<file path="src/hw/rtl/atmw_pkg.sv">
// ----------------------------------------------------------------------------
// atmw_pkg: shared types and constants for the ADC trimmed-mean alarm
// Field widths, register indexes, reset values and the controller states.
// ----------------------------------------------------------------------------
`default_nettype none

package atmw_pkg;

  // Port field widths.
  localparam int unsigned SAMPLE_W      = 12;
  localparam int unsigned VALUE_W       = 12;
  localparam int unsigned LIMIT_BITS    = 12;
  localparam int unsigned SKIP_BITS     = 16;
  localparam int unsigned CFG_IDX_BITS  = 2;
  localparam int unsigned CFG_DATA_BITS = 16;

  // Window geometry: eight samples, the middle four averaged.
  localparam int unsigned WINDOW_LEN = 8;
  localparam int unsigned FILL_BITS  = 3;
  localparam int unsigned TRIM_LO    = 2;
  localparam int unsigned TRIM_CNT   = 4;

  // Register indexes.
  localparam logic [CFG_IDX_BITS-1:0] CFG_SKIP_COUNT = 2'd0;
  localparam logic [CFG_IDX_BITS-1:0] CFG_HIGH_LIMIT = 2'd1;
  localparam logic [CFG_IDX_BITS-1:0] CFG_LOW_LIMIT  = 2'd2;

  // Register reset values.
  localparam logic [SKIP_BITS-1:0]  SKIP_RESET = 16'd100;
  localparam logic [LIMIT_BITS-1:0] HIGH_RESET = 12'd1241;
  localparam logic [LIMIT_BITS-1:0] LOW_RESET  = 12'd250;

  // Operation codes.
  localparam logic OP_SAMPLE = 1'b0;
  localparam logic OP_CLEAR  = 1'b1;

  typedef enum logic {
    S_IDLE,
    S_MEAN
  } state_e;

endpackage

`default_nettype wire

</file>
<file path="src/hw/rtl/atmw_intf.sv">
// ----------------------------------------------------------------------------
// atmw_intf: valid/ready channels of the ADC trimmed-mean alarm
// Input word, result word and configuration write channel.
// ----------------------------------------------------------------------------
`default_nettype none

interface atmw_in_if;
  logic                          valid;
  logic                          ready;
  logic                          operation;
  logic [atmw_pkg::SAMPLE_W-1:0] sample;

  modport source (output valid, output operation, output sample, input ready);
  modport sink   (input valid, input operation, input sample, output ready);
endinterface

interface atmw_out_if;
  logic                         valid;
  logic                         ready;
  logic                         window_done;
  logic [atmw_pkg::VALUE_W-1:0] filtered_value;
  logic                         fault;

  modport source (output valid, output window_done, output filtered_value,
                  output fault, input ready);
  modport sink   (input valid, input window_done, input filtered_value,
                  input fault, output ready);
endinterface

interface atmw_cfg_if;
  logic                               valid;
  logic                               ready;
  logic [atmw_pkg::CFG_IDX_BITS-1:0]  index;
  logic [atmw_pkg::CFG_DATA_BITS-1:0] data;

  modport source (output valid, output index, output data, input ready);
  modport sink   (input valid, input index, input data, output ready);
endinterface

`default_nettype wire

</file>
<file path="src/hw/rtl/atmw_sort_cell.sv">
// ----------------------------------------------------------------------------
// atmw_sort_cell: one slot of the insertion-sort chain
// Holds one sample. On an insert it keeps its value, takes the new sample,
// or takes the value of its left neighbor, so the chain stays ascending.
// ----------------------------------------------------------------------------
`default_nettype none

module atmw_sort_cell #(
  parameter int unsigned SAMPLE_BITS = 12
) (
  input  wire logic                   clk_i,
  input  wire logic                   ins_en_i,
  input  wire logic                   slot_valid_i,
  input  wire logic [SAMPLE_BITS-1:0] new_value_i,
  input  wire logic [SAMPLE_BITS-1:0] left_value_i,
  input  wire logic                   left_gt_i,
  output      logic [SAMPLE_BITS-1:0] value_o,
  output      logic                   gt_o
);

  logic [SAMPLE_BITS-1:0] value_q, value_d;

  // An empty slot counts as larger than anything, so the new word lands
  // right after the last occupied slot when it is the largest.
  assign gt_o = !slot_valid_i || (value_q > new_value_i);

  always_comb begin
    value_d = value_q;
    if (ins_en_i) begin
      if (left_gt_i) begin
        value_d = left_value_i;
      end else if (gt_o) begin
        value_d = new_value_i;
      end
    end
  end

  always_ff @(posedge clk_i) begin
    value_q <= value_d;
  end

  assign value_o = value_q;

endmodule

`default_nettype wire

</file>
<file path="src/hw/rtl/atmw_trim_mean.sv">
// ----------------------------------------------------------------------------
// atmw_trim_mean: trimmed mean and window comparison
// Averages the four middle slots of the sorted chain and tests the result
// against the high and low limits.
// ----------------------------------------------------------------------------
`default_nettype none

module atmw_trim_mean #(
  parameter int unsigned SAMPLE_BITS = 12
) (
  input  wire logic [SAMPLE_BITS-1:0]          mid_i [atmw_pkg::TRIM_CNT],
  input  wire logic [atmw_pkg::LIMIT_BITS-1:0] high_limit_i,
  input  wire logic [atmw_pkg::LIMIT_BITS-1:0] low_limit_i,
  output      logic [SAMPLE_BITS-1:0]          mean_o,
  output      logic                            alarm_o
);

  import atmw_pkg::*;

  localparam int unsigned SUM_BITS = SAMPLE_BITS + 2;
  localparam int unsigned CMP_BITS = (SAMPLE_BITS > LIMIT_BITS) ? SAMPLE_BITS : LIMIT_BITS;

  logic [SUM_BITS-1:0] sum;

  assign sum = SUM_BITS'(mid_i[0]) + SUM_BITS'(mid_i[1])
             + SUM_BITS'(mid_i[2]) + SUM_BITS'(mid_i[3]);

  // Truncating divide by four.
  assign mean_o = sum[SUM_BITS-1:2];

  assign alarm_o = (CMP_BITS'(mean_o) > CMP_BITS'(high_limit_i))
                || (CMP_BITS'(mean_o) < CMP_BITS'(low_limit_i));

endmodule

`default_nettype wire

</file>
<file path="src/hw/rtl/adc_trimmed_mean_window_alarm_core.sv">
// ----------------------------------------------------------------------------
// adc_trimmed_mean_window_alarm_core: decimating trimmed-mean window alarm
// Keeps one of every skip_count+1 conversions, sorts them into an
// eight-slot insertion chain, and checks the mean of the middle four
// against two limits, setting a sticky fault.
//
//   channel  | dir | handshake     | word
//   ---------+-----+---------------+-----------------------------------------
//   in_i     | in  | valid / ready | operation, sample
//   out_o    | out | valid / ready | window_done, filtered_value, fault
//   cfg_i    | in  | valid / ready | index, data (always ready)
//
// The word that completes a window also passes through the S_MEAN state,
// which reads the four middle slots of the sort chain.
// A new input word is taken in the cycle its predecessor's result leaves the
// output register, so a stalled result holds off only the next word.
// Reset clears the counters, the fault latch and the output valid; the
// chain contents are qualified by the fill count and need no clearing.
// ----------------------------------------------------------------------------
`default_nettype none

module adc_trimmed_mean_window_alarm_core #(
  parameter int unsigned SAMPLE_BITS = 12
) (
  input  wire logic clk_i,
  input  wire logic rst_ni,
  atmw_in_if.sink   in_i,
  atmw_out_if.source out_o,
  atmw_cfg_if.sink  cfg_i
);

  import atmw_pkg::*;

  logic [SKIP_BITS-1:0]  skip_count_q;
  logic [LIMIT_BITS-1:0] high_limit_q, low_limit_q;
  logic [SKIP_BITS-1:0]  skip_ctr_q, skip_ctr_d;
  logic [FILL_BITS-1:0]  fill_q, fill_d;
  logic                  fault_q, fault_d;
  state_e                state_q, state_d;

  logic                  out_valid_q, out_valid_d;
  logic                  out_load;
  logic                  out_done_d, out_done_q;
  logic [VALUE_W-1:0]    out_value_d, out_value_q;
  logic                  out_fault_d, out_fault_q;

  logic                   in_fire;
  logic                   is_sample;
  logic                   keep;
  logic                   win_end;
  logic [SAMPLE_BITS-1:0] new_value;

  logic [SAMPLE_BITS-1:0] cell_value [WINDOW_LEN];
  logic                   cell_gt    [WINDOW_LEN];
  logic [SAMPLE_BITS-1:0] mid        [TRIM_CNT];
  logic [SAMPLE_BITS-1:0] mean;
  logic                   alarm;

  assign cfg_i.ready = 1'b1;

  assign in_fire   = in_i.valid && in_i.ready;
  assign is_sample = (in_i.operation == OP_SAMPLE);
  assign keep      = in_fire && is_sample && (skip_ctr_q >= skip_count_q);
  assign win_end   = keep && (fill_q == FILL_BITS'(WINDOW_LEN - 1));
  assign new_value = SAMPLE_BITS'(in_i.sample);

  // ---------------------------------------------------------------------------
  // Sort chain
  // ---------------------------------------------------------------------------
  for (genvar i = 0; i < WINDOW_LEN; i++) begin : g_cell
    logic [SAMPLE_BITS-1:0] left_value;
    logic                   left_gt;

    if (i == 0) begin : g_head
      assign left_value = '0;
      assign left_gt    = 1'b0;
    end else begin : g_body
      assign left_value = cell_value[i-1];
      assign left_gt    = cell_gt[i-1];
    end

    atmw_sort_cell #(
      .SAMPLE_BITS (SAMPLE_BITS)
    ) u_cell (
      .clk_i        (clk_i),
      .ins_en_i     (keep),
      .slot_valid_i (FILL_BITS'(i) < fill_q),
      .new_value_i  (new_value),
      .left_value_i (left_value),
      .left_gt_i    (left_gt),
      .value_o      (cell_value[i]),
      .gt_o         (cell_gt[i])
    );
  end

  for (genvar k = 0; k < TRIM_CNT; k++) begin : g_mid
    assign mid[k] = cell_value[TRIM_LO + k];
  end

  atmw_trim_mean #(
    .SAMPLE_BITS (SAMPLE_BITS)
  ) u_mean (
    .mid_i        (mid),
    .high_limit_i (high_limit_q),
    .low_limit_i  (low_limit_q),
    .mean_o       (mean),
    .alarm_o      (alarm)
  );

  // ---------------------------------------------------------------------------
  // Controller
  // ---------------------------------------------------------------------------
  always_comb begin
    state_d = state_q;
    case (state_q)
      S_IDLE: begin
        if (win_end) begin
          state_d = S_MEAN;
        end
      end
      S_MEAN: begin
        state_d = S_IDLE;
      end
      default: begin
        state_d = S_IDLE;
      end
    endcase
  end

  always_comb begin
    in_i.ready  = 1'b0;
    out_load    = 1'b0;
    out_done_d  = 1'b0;
    out_value_d = '0;
    out_fault_d = fault_q;
    case (state_q)
      S_IDLE: begin
        in_i.ready = !out_valid_q || out_o.ready;
        if (in_fire && !win_end) begin
          out_load    = 1'b1;
          out_fault_d = is_sample ? fault_q : 1'b0;
        end
      end
      S_MEAN: begin
        out_load    = 1'b1;
        out_done_d  = 1'b1;
        out_value_d = VALUE_W'(mean);
        out_fault_d = fault_q || alarm;
      end
      default: begin
        in_i.ready = 1'b0;
      end
    endcase
  end

  always_comb begin
    skip_ctr_d = skip_ctr_q;
    fill_d     = fill_q;
    fault_d    = fault_q;
    if (in_fire && is_sample) begin
      skip_ctr_d = keep ? '0 : skip_ctr_q + 1'b1;
    end
    if (keep) begin
      fill_d = fill_q + 1'b1;
    end
    if (in_fire && !is_sample) begin
      fault_d = 1'b0;
    end else if (state_q == S_MEAN && alarm) begin
      fault_d = 1'b1;
    end
    out_valid_d = out_load || (out_valid_q && !out_o.ready);
  end

  always_ff @(posedge clk_i or negedge rst_ni) begin
    if (!rst_ni) begin
      state_q      <= S_IDLE;
      skip_ctr_q   <= '0;
      fill_q       <= '0;
      fault_q      <= 1'b0;
      out_valid_q  <= 1'b0;
      skip_count_q <= SKIP_RESET;
      high_limit_q <= HIGH_RESET;
      low_limit_q  <= LOW_RESET;
    end else begin
      state_q     <= state_d;
      skip_ctr_q  <= skip_ctr_d;
      fill_q      <= fill_d;
      fault_q     <= fault_d;
      out_valid_q <= out_valid_d;
      if (cfg_i.valid && cfg_i.ready) begin
        case (cfg_i.index)
          CFG_SKIP_COUNT: skip_count_q <= cfg_i.data;
          CFG_HIGH_LIMIT: high_limit_q <= cfg_i.data[LIMIT_BITS-1:0];
          CFG_LOW_LIMIT:  low_limit_q  <= cfg_i.data[LIMIT_BITS-1:0];
          default: begin
          end
        endcase
      end
    end
  end

  always_ff @(posedge clk_i) begin
    if (out_load) begin
      out_done_q  <= out_done_d;
      out_value_q <= out_value_d;
      out_fault_q <= out_fault_d;
    end
  end

  assign out_o.valid          = out_valid_q;
  assign out_o.window_done    = out_done_q;
  assign out_o.filtered_value = out_value_q;
  assign out_o.fault          = out_fault_q;

  // ---------------------------------------------------------------------------
  // Assertions
  // ---------------------------------------------------------------------------
  // The output register is always free when the mean is written into it.
  a_mean_slot_free: assert property (@(posedge clk_i) disable iff (!rst_ni)
    (state_q == S_MEAN) |-> !out_valid_q)
    else $error("mean cycle found the output register occupied");

  // The window-completing word produces a done result, through S_MEAN and then the output register.
  a_win_result: assert property (@(posedge clk_i) disable iff (!rst_ni)
    win_end |=> ##1 (out_valid_q && out_done_q))
    else $error("window completion did not yield a done result");

  // Slots one through six of the chain are ascending when the middle four are read.
  a_chain_sorted: assert property (@(posedge clk_i) disable iff (!rst_ni)
    (state_q == S_MEAN) |-> (cell_value[1] <= cell_value[2])
                         && (cell_value[2] <= cell_value[3])
                         && (cell_value[3] <= cell_value[4])
                         && (cell_value[4] <= cell_value[5])
                         && (cell_value[5] <= cell_value[6]))
    else $error("sort chain out of order at window end");

  // A clear word reports a cleared fault and leaves the fill count alone.
  a_clear: assert property (@(posedge clk_i) disable iff (!rst_ni)
    (in_fire && !is_sample) |=> (out_valid_q && !out_fault_q && !fault_q
                                 && (fill_q == $past(fill_q))))
    else $error("clear word mishandled");

endmodule

`default_nettype wire
</file>
<file path="src/flat_wrapper.sv">
// flat-port wrapper written by rule: the top's interface ports become plain ports
module adc_trimmed_mean_window_alarm_core_flat import atmw_pkg::*;
#(
  parameter int unsigned SAMPLE_BITS = 12
)
  (clk_i, rst_ni, in_i_valid, in_i_operation, in_i_sample, in_i_ready, out_o_valid, out_o_window_done, out_o_filtered_value, out_o_fault, out_o_ready, cfg_i_valid, cfg_i_index, cfg_i_data, cfg_i_ready);
  atmw_in_if in_i_i ();
  atmw_out_if out_o_i ();
  atmw_cfg_if cfg_i_i ();
  input  wire logic clk_i;
  input  wire logic rst_ni;
  input wire logic [$bits(in_i_i.valid)-1:0] in_i_valid;
  input wire logic [$bits(in_i_i.operation)-1:0] in_i_operation;
  input wire logic [$bits(in_i_i.sample)-1:0] in_i_sample;
  output wire logic [$bits(in_i_i.ready)-1:0] in_i_ready;
  output wire logic [$bits(out_o_i.valid)-1:0] out_o_valid;
  output wire logic [$bits(out_o_i.window_done)-1:0] out_o_window_done;
  output wire logic [$bits(out_o_i.filtered_value)-1:0] out_o_filtered_value;
  output wire logic [$bits(out_o_i.fault)-1:0] out_o_fault;
  input wire logic [$bits(out_o_i.ready)-1:0] out_o_ready;
  input wire logic [$bits(cfg_i_i.valid)-1:0] cfg_i_valid;
  input wire logic [$bits(cfg_i_i.index)-1:0] cfg_i_index;
  input wire logic [$bits(cfg_i_i.data)-1:0] cfg_i_data;
  output wire logic [$bits(cfg_i_i.ready)-1:0] cfg_i_ready;
  assign in_i_i.valid = in_i_valid;
  assign in_i_i.operation = in_i_operation;
  assign in_i_i.sample = in_i_sample;
  assign in_i_ready = in_i_i.ready;
  assign out_o_valid = out_o_i.valid;
  assign out_o_window_done = out_o_i.window_done;
  assign out_o_filtered_value = out_o_i.filtered_value;
  assign out_o_fault = out_o_i.fault;
  assign out_o_i.ready = out_o_ready;
  assign cfg_i_i.valid = cfg_i_valid;
  assign cfg_i_i.index = cfg_i_index;
  assign cfg_i_i.data = cfg_i_data;
  assign cfg_i_ready = cfg_i_i.ready;
  adc_trimmed_mean_window_alarm_core #(.SAMPLE_BITS(SAMPLE_BITS)) u_core (.clk_i(clk_i), .rst_ni(rst_ni), .in_i(in_i_i), .out_o(out_o_i), .cfg_i(cfg_i_i));
endmodule
</file>
<file path="config.mk">
export PLATFORM = sky130hd
export DESIGN_NAME = adc_trimmed_mean_window_alarm_core_flat
export DESIGN_NICKNAME = d
export VERILOG_FILES = /design/src/hw/rtl/atmw_pkg.sv /design/src/hw/rtl/atmw_intf.sv /design/src/hw/rtl/atmw_sort_cell.sv /design/src/hw/rtl/atmw_trim_mean.sv /design/src/hw/rtl/adc_trimmed_mean_window_alarm_core.sv /design/src/flat_wrapper.sv
export SDC_FILE = /design/constraint.sdc
export NUM_CORES = 1
export LEC_CHECK = 0
export BUFFER_PORTS_ARGS = -buffer_cell sky130_fd_sc_hd__buf_2
export CAP_MARGIN = 20
export CORE_ASPECT_RATIO = 2
export CORE_MARGIN = 2
export CORE_UTILIZATION = 52
export CTS_CLUSTER_DIAMETER = 30
export DETAILED_ROUTE_END_ITERATION = 7
export GPL_ROUTABILITY_DRIVEN = 0
export PLACE_DENSITY = 0.82
export SETUP_SLACK_MARGIN = 0.5
export SLEW_MARGIN = 20
export SYNTH_ARGS = -nofsm -noshare
export SYNTH_HDL_FRONTEND = slang
export SYNTH_SLANG_ARGS = --single-unit
</file>
<file path="constraint.sdc">
create_clock -name clk_i -period 10.28 [get_ports clk_i]
set_input_delay 0.514 -clock clk_i [delete_from_list [all_inputs] [get_ports clk_i]]
set_output_delay 0.514 -clock clk_i [all_outputs]
set_load 0.01 [all_outputs]
</file>
# Word level (Yosys, flattened, before mapping)
# Index checks and enable logic that the tools add are counted.
[classes]
addsub = 5
magnitude_cmp = 15
n_eq_ne = 3
muxes = 22
bitwise = 2
reduce_logical = 43
[op_table]
columns = ["cell", "n"]
rows = [
  ["two-way mux 12 bit", 10],
  ["> comparator 12 bit", 7],
  ["adder 14 x 12 -> 14 bit", 2],
  ["AND reduction 2 bit", 9],
  ["adder 16 x 1 -> 16 bit (second input constant)", 1],
  [">= comparator 16 bit", 1],
  ["two-way mux 16 bit", 1],
  ["adder 12 x 12 -> 13 bit", 1],
  ["less-than comparator 12 bit", 1],
  ["nonzero test 2 bit", 6],
  ["logical OR 1 bit", 10],
  ["logical NOT 1 bit", 9],
  ["logical AND 1 bit", 8],
  ["two-way mux 1 bit", 8],
  ["less-than comparator 1 x 3 -> 1 bit (first input constant)", 2],
  ["less-than comparator 2 x 3 -> 1 bit (first input constant)", 2],
  ["less-than comparator 3 bit (first input constant)", 2],
  ["one-hot mux 1 bit (2 select lines)", 3],
  ["adder 3 x 1 -> 3 bit (second input constant)", 1],
  ["== test 3 bit (second input constant)", 1],
  ["== test 2 x 1 -> 1 bit (second input constant)", 1],
  ["== test 2 bit (second input constant)", 1],
  ["logical NOT 2 bit", 1],
  ["NOT 1 bit", 2],
]
[totals]
ff_bits = 148
in_bits = 36
output_inout_bits = 17
wordCells = 107

# Logic depth before layout (Yosys ltp)
[logic_depth]
depth_word = 12
depth_mapped = 23
depth_no_buf = 23

# Cells and area by module
# Synthesis repeated with hierarchy kept, for this count alone.
[unflattened]
hier_cells = 1034
area_unflattened_um2 = 10141.0
[by_module_without_submodules]
columns = ["mod", "instances", "cells_each", "area_each_um2", "seq_area_each_um2"]
rows = [
  ["atmw_sort_cell", 6, 82, 792.0, 360.3],
  ["adc_trimmed_mean_window_alarm_core", 1, 311, 3590.9, 1990.7],
  ["atmw_trim_mean", 1, 231, 1798.0, 0.0],
]

# Worst setup path before layout
# No wires, ideal clock.
[synth_timing]
kind = "register -> register"
from = "register u_core.g_cell[3].u_cell.value_q[0]"
to = "register u_core.out_fault_q (netlist: u_core.out_o.fault) (data pin)"
setup_ps = 260
arrival_time_ps = 4514
required_time_ps = 10020
path_slack_ps = 5506
path_stages_with_launch = 23
n_path_buf = 0
synth_period_minus_slack_ps = 4774
path_cell_list = "edfxtp_1 > ha_1 > inv_1 > fa_1 > nor2b_1 > o21ai_1 > a21oi_1 > o41ai_2 > xor2_1 > fa_1 > inv_1 > ha_1 > a2111oi_0 > o21ai_0 > nand2_1 > o21a_1 > xnor2_1 > ha_1 > a21o_1 > a21o_1 > a2111oi_0 > o31a_1 > o31ai_1"
[synth_between]
elab_chain_len = 7
elab_cells_between_ends = 8
classes_between = "3 x add/sub; 2 x order compare; 1 x mux; 2 x reduce/logical"
[synth_lines]
columns = ["element", "line", "rtl"]
rows = [
  ["from (decl)", "atmw_sort_cell.sv:21", "logic [SAMPLE_BITS-1:0] value_q, value_d;"],
  ["from (signal assigned)", "atmw_sort_cell.sv:39", "value_q <= value_d;"],
  ["adder 12 x 12 -> 13 bit *", "atmw_trim_mean.sv:25", "assign sum = SUM_BITS'(mid_i[0]) + SUM_BITS'(mid_i[1])"],
  ["adder 14 x 12 -> 14 bit * (2 in series)", "atmw_trim_mean.sv:26", "+ SUM_BITS'(mid_i[2]) + SUM_BITS'(mid_i[3]);"],
  ["via u_core.mean[9]", "adc_trimmed_mean_window_alarm_core.sv:56", "logic [SAMPLE_BITS-1:0] mean;"],
  ["> comparator 12 bit / less-than comparator 12 bit (equally long branches)", "atmw_trim_mean.sv:31, atmw_trim_mean.sv:32", ""],
  ["logical OR 1 bit *", "atmw_trim_mean.sv:32", "|| (CMP_BITS'(mean_o) < CMP_BITS'(low_limit_i));"],
  ["logical OR 1 bit *", "adc_trimmed_mean_window_alarm_core.sv:148", "out_fault_d = fault_q || alarm;"],
  ["one-hot mux 1 bit (2 select lines) *", "adc_trimmed_mean_window_alarm_core.sv:136", "case (state_q)"],
  ["via u_core.out_fault_d", "adc_trimmed_mean_window_alarm_core.sv:45", "logic out_fault_d, out_fault_q;"],
  ["to (signal assigned)", "adc_trimmed_mean_window_alarm_core.sv:206", "out_fault_q <= out_fault_d;"],
  ["to (decl)", "adc_trimmed_mean_window_alarm_core.sv:45", ""],
]
# The timed path passes the listed nets; every way through them passes the cells marked *.
# A chain may end at the register's enable or synchronous reset.

# Worst setup path after layout
# Same ends and word-level chain as after synthesis.

==> flow_summary.yaml <==
global_routing:
  grt_util_met1_pct: 22.3
  grt_max_degree: 63
  busiest_layer: "met2"
  antenna_found_initial: 0
  grt_overflow: 0
  grtUsageMet3_pct: 3.27
  grt_pass1_vias: 7355
  grt_pass1_wl_mm: 36.3
  grt_use_met2_pct: 46.6
  grt.total_usage_pct: 23.3
clock_network:
  clock_latency_ps: 440
  post_cts_resized: 0
  clock_sinks: 148
  post_cts_buffers: 0
  path_clk_slew_ps: 60
  clock_path_buffers: 2
  cts_buffers: 17
  root_buffer: "clkbuf_16"
  postCtsHoldBufs: 0
  tritoncts: "done"
  cts_htree_levels: 4
route:
  totalWireLength_mm: 22.3
  drtPass1Iterations: 4
  drtIter0Drc: 223
  vias_per_cell: 5.71
  vias: 7011
  postRouteAntennaNets: 0
  drc: 0
  post_drt_wl_per_cell_um: 18.2
synthesis:
  synthTopCellsByCount: "ha_1, inv_1, edfxtp_1"
  ys_seq_area_share_pct: 41.7
  synth_cell_types: 69
  synth_edf_count: 86
  postSynthNetCount: 1082
  yosys.area.top_type: "edfxtp_1"
  synth_top_area_share_pct: 25.9
  yosys-top-cells-area: "edfxtp_1, ha_1, dfrtp_1"
  yosysWarnings: 0
  avgSynthCellArea_sq_um: 11.1
  syn-cell-area_sq_mm: 0.00996
  syn_inst: 895
  synthArstFlopShare_pct: 41.9
  synth.most_common_cell: "ha_1"
  synth.ff_latch_count: 148
  synth_ff_type: "edfxtp_1"
sta:
  tightest_slew_ps: 993
  clock.fmax_ghz: 0.177
  fin_crit_sh_pct: 54.8
  drv_slew: 0
  rsz0062_at_grt: "no"
  fin_skew_ps: 13.3
  setup_tns_ps: 0
  relSlewSlack_pct: 33.6
  setup_viol: 0
  finalHoldViolCount: 0
  period_needed_ps: 5640
setup_path:
  setup.worst_path.end_class: "flip-flop"
  critical_path.cell_chain: "ha_1, inv_1, fa_1, nor2b_1, o21ai_1, a21oi_1, o41ai_2, xor2_1, fa_1, inv_1, ha_1, a2111oi_0, o21ai_0, nand2_1, o21a_1, xnor2_1, ha_1, a21o_1, a21o_1, a2111oi_0, o31a_1, o31ai_1"
  worstSetupPathType: "flip-flop to flip-flop"
  arrival_ps: 5810
  max_stage_delay_ps: 500
  cp_max_fo: 5
  worstPathRequired_ps: 10460
  cp_common_cell: "ha_1"
  critPathSlowestCell: "fa_1"
  rrSetupSlack_ps: 4640
  crit_buf_inv: 2
  crit_family: "compound AO/OA/AOI/OAI gates"
  cp-start-kind: "flip-flop"
cells_and_area:
  n_antenna_cell: 0
  drive_gt1_share_pct: 20.0
  layout-area-overhead-vs-synth_pct: 11.5
  fin_area_sq_mm: 0.0111
  nNetsFinal: 1146
outcome:
  status: "finished, final reports clean"
floorplanning:
  start_util_pct: 52.9
  design.core.area_sq_mm: 0.0188
  num_io_pins: 53
  die_area_sq_mm: 0.0203
  rows: 71
  die_h_um: 200
  die_w_um: 102
power:
  ir_drop_mv: 0.113
  p_leak_uw: 0.00493
  power_density_mw_per_mm2: 138
job:
  maxCapViolations: 0
placed_design:
  dpl_cell_area_sq_mm: 0.0105
  dp_hpwl_mm: 17.5
  portBuffers: 51
worst_hold_path:
  hold_class: "input pin to async pin"
-- area by class of cell --
cell class / instances / area [sq um]
Fill cell: 1585 / 7730
Timing Repair Buffer: 59 / 315
Clock buffer: 19 / 454
Clock inverter: 13 / 121
Multi-Input combinational cell: 622 / 5330
Sequential cell: 148 / 4150
Tap cell: 255 / 319
Inverter: 111 / 417
-- flip-flops by register name (all words and copies together), names as in the netlist --
signal / flops
u_core.low_limit_q: 12
u_core.out_o.filtered_value: 12
u_core.fault_q: 1
u_core.fill_q: 3
u_core.g_cell.u_cell.value_o: 72
u_core.out_o.window_done: 1
u_core.out_o.fault: 1
u_core.skip_ctr_q: 16
u_core.state_q: 1
u_core.skip_count_q: 16
u_core.high_limit_q: 12
u_core.out_o.valid: 1
-- metal layers --
layer  wire [um]  up-vias
met5           0        -
met4         889        0
met3         529       45
met2       13200      130
met1        7680     3437
li1            -     3399
-- power by group --
part | switching (uW) | internal (uW)
registers | 27.8 | 675
clock network | 261 | 350
logic | 119 | 96.2
total | 409 | 1120
-- through the flow --
stage	hold WS [ps]	total power, uW	setup WS [ps]	std cells	utilization (%)
after CTS	267	1540	4660	1227	59.0
final	240	1530	4640	1227	59.0
after floorplan	218	857	5510	895	-
after detailed placement	494	928	4810	1195	55.9
after global routing	303	1600	4280	1227	59.0
after global placement	485	918	5010	1195	55.9
-- layout by cell type, fill, tap and decap left out, types with 9 or more instances in the layout --
master / count
dfrtp_1: 47
inv_1: 109
nand3_1: 10
o21ai_0: 40
o31ai_1: 10
mux2i_1: 16
nand2_1: 50
ha_1: 138
clkbuf_16: 18
buf_2: 51
fa_1: 13
a21o_1: 11
nor2b_1: 10
xnor2_1: 18
dfstp_2: 15
mux2_2: 73
nor3_1: 11
nor2_1: 21
edfxtp_1: 86
a21oi_1: 66
and2_1: 11
o211ai_1: 9
nand4_1: 24
xor2_1: 12
-- cells by family after synthesis --
group,share of synthesized area (%)
AO/OA/AOI/OAI,11.9
AND/OR/NAND/NOR,8.77
XOR/XNOR,2.64
flip-flops,41.7
adder cells (fa/ha/maj),19.9
other,0.0376
multiplexers,10.1
buffers and inverters,4.90
-- worst reg2reg max path, delay by kind of cell, from the launching register on --
kind	cells	cell delay, ps
flops	1	410
compound gates	11	2710
fa+ha+maj	5	1620
buf+inv	2	120
xor+xnor	2	330
simple gates	2	190
-- worst paths after layout --
kind,cells after the start,from,end
max,22,u_core.g_cell[3].u_cell.value_o[0]$_DFFE_PP_,u_core.out_o.fault$_DFFE_PP_
min,2,rst_ni,u_core.skip_ctr_q[13]$_DFFE_PN0P_
max reg2reg,22,u_core.g_cell[3].u_cell.value_o[0]$_DFFE_PP_,u_core.out_o.fault$_DFFE_PP_
min reg2reg,1,u_core.high_limit_q[11]$_DFFE_PN0P_,u_core.high_limit_q[11]$_DFFE_PN0P_
max in group asynchronous,2,rst_ni,u_core.high_limit_q[5]$_DFFE_PN0P_
min in group clk_i,1,in_i_sample[1],u_core.g_cell[0].u_cell.value_o[1]$_DFFE_PP_
No activity file was read; power rests on OpenSTA's default activity.
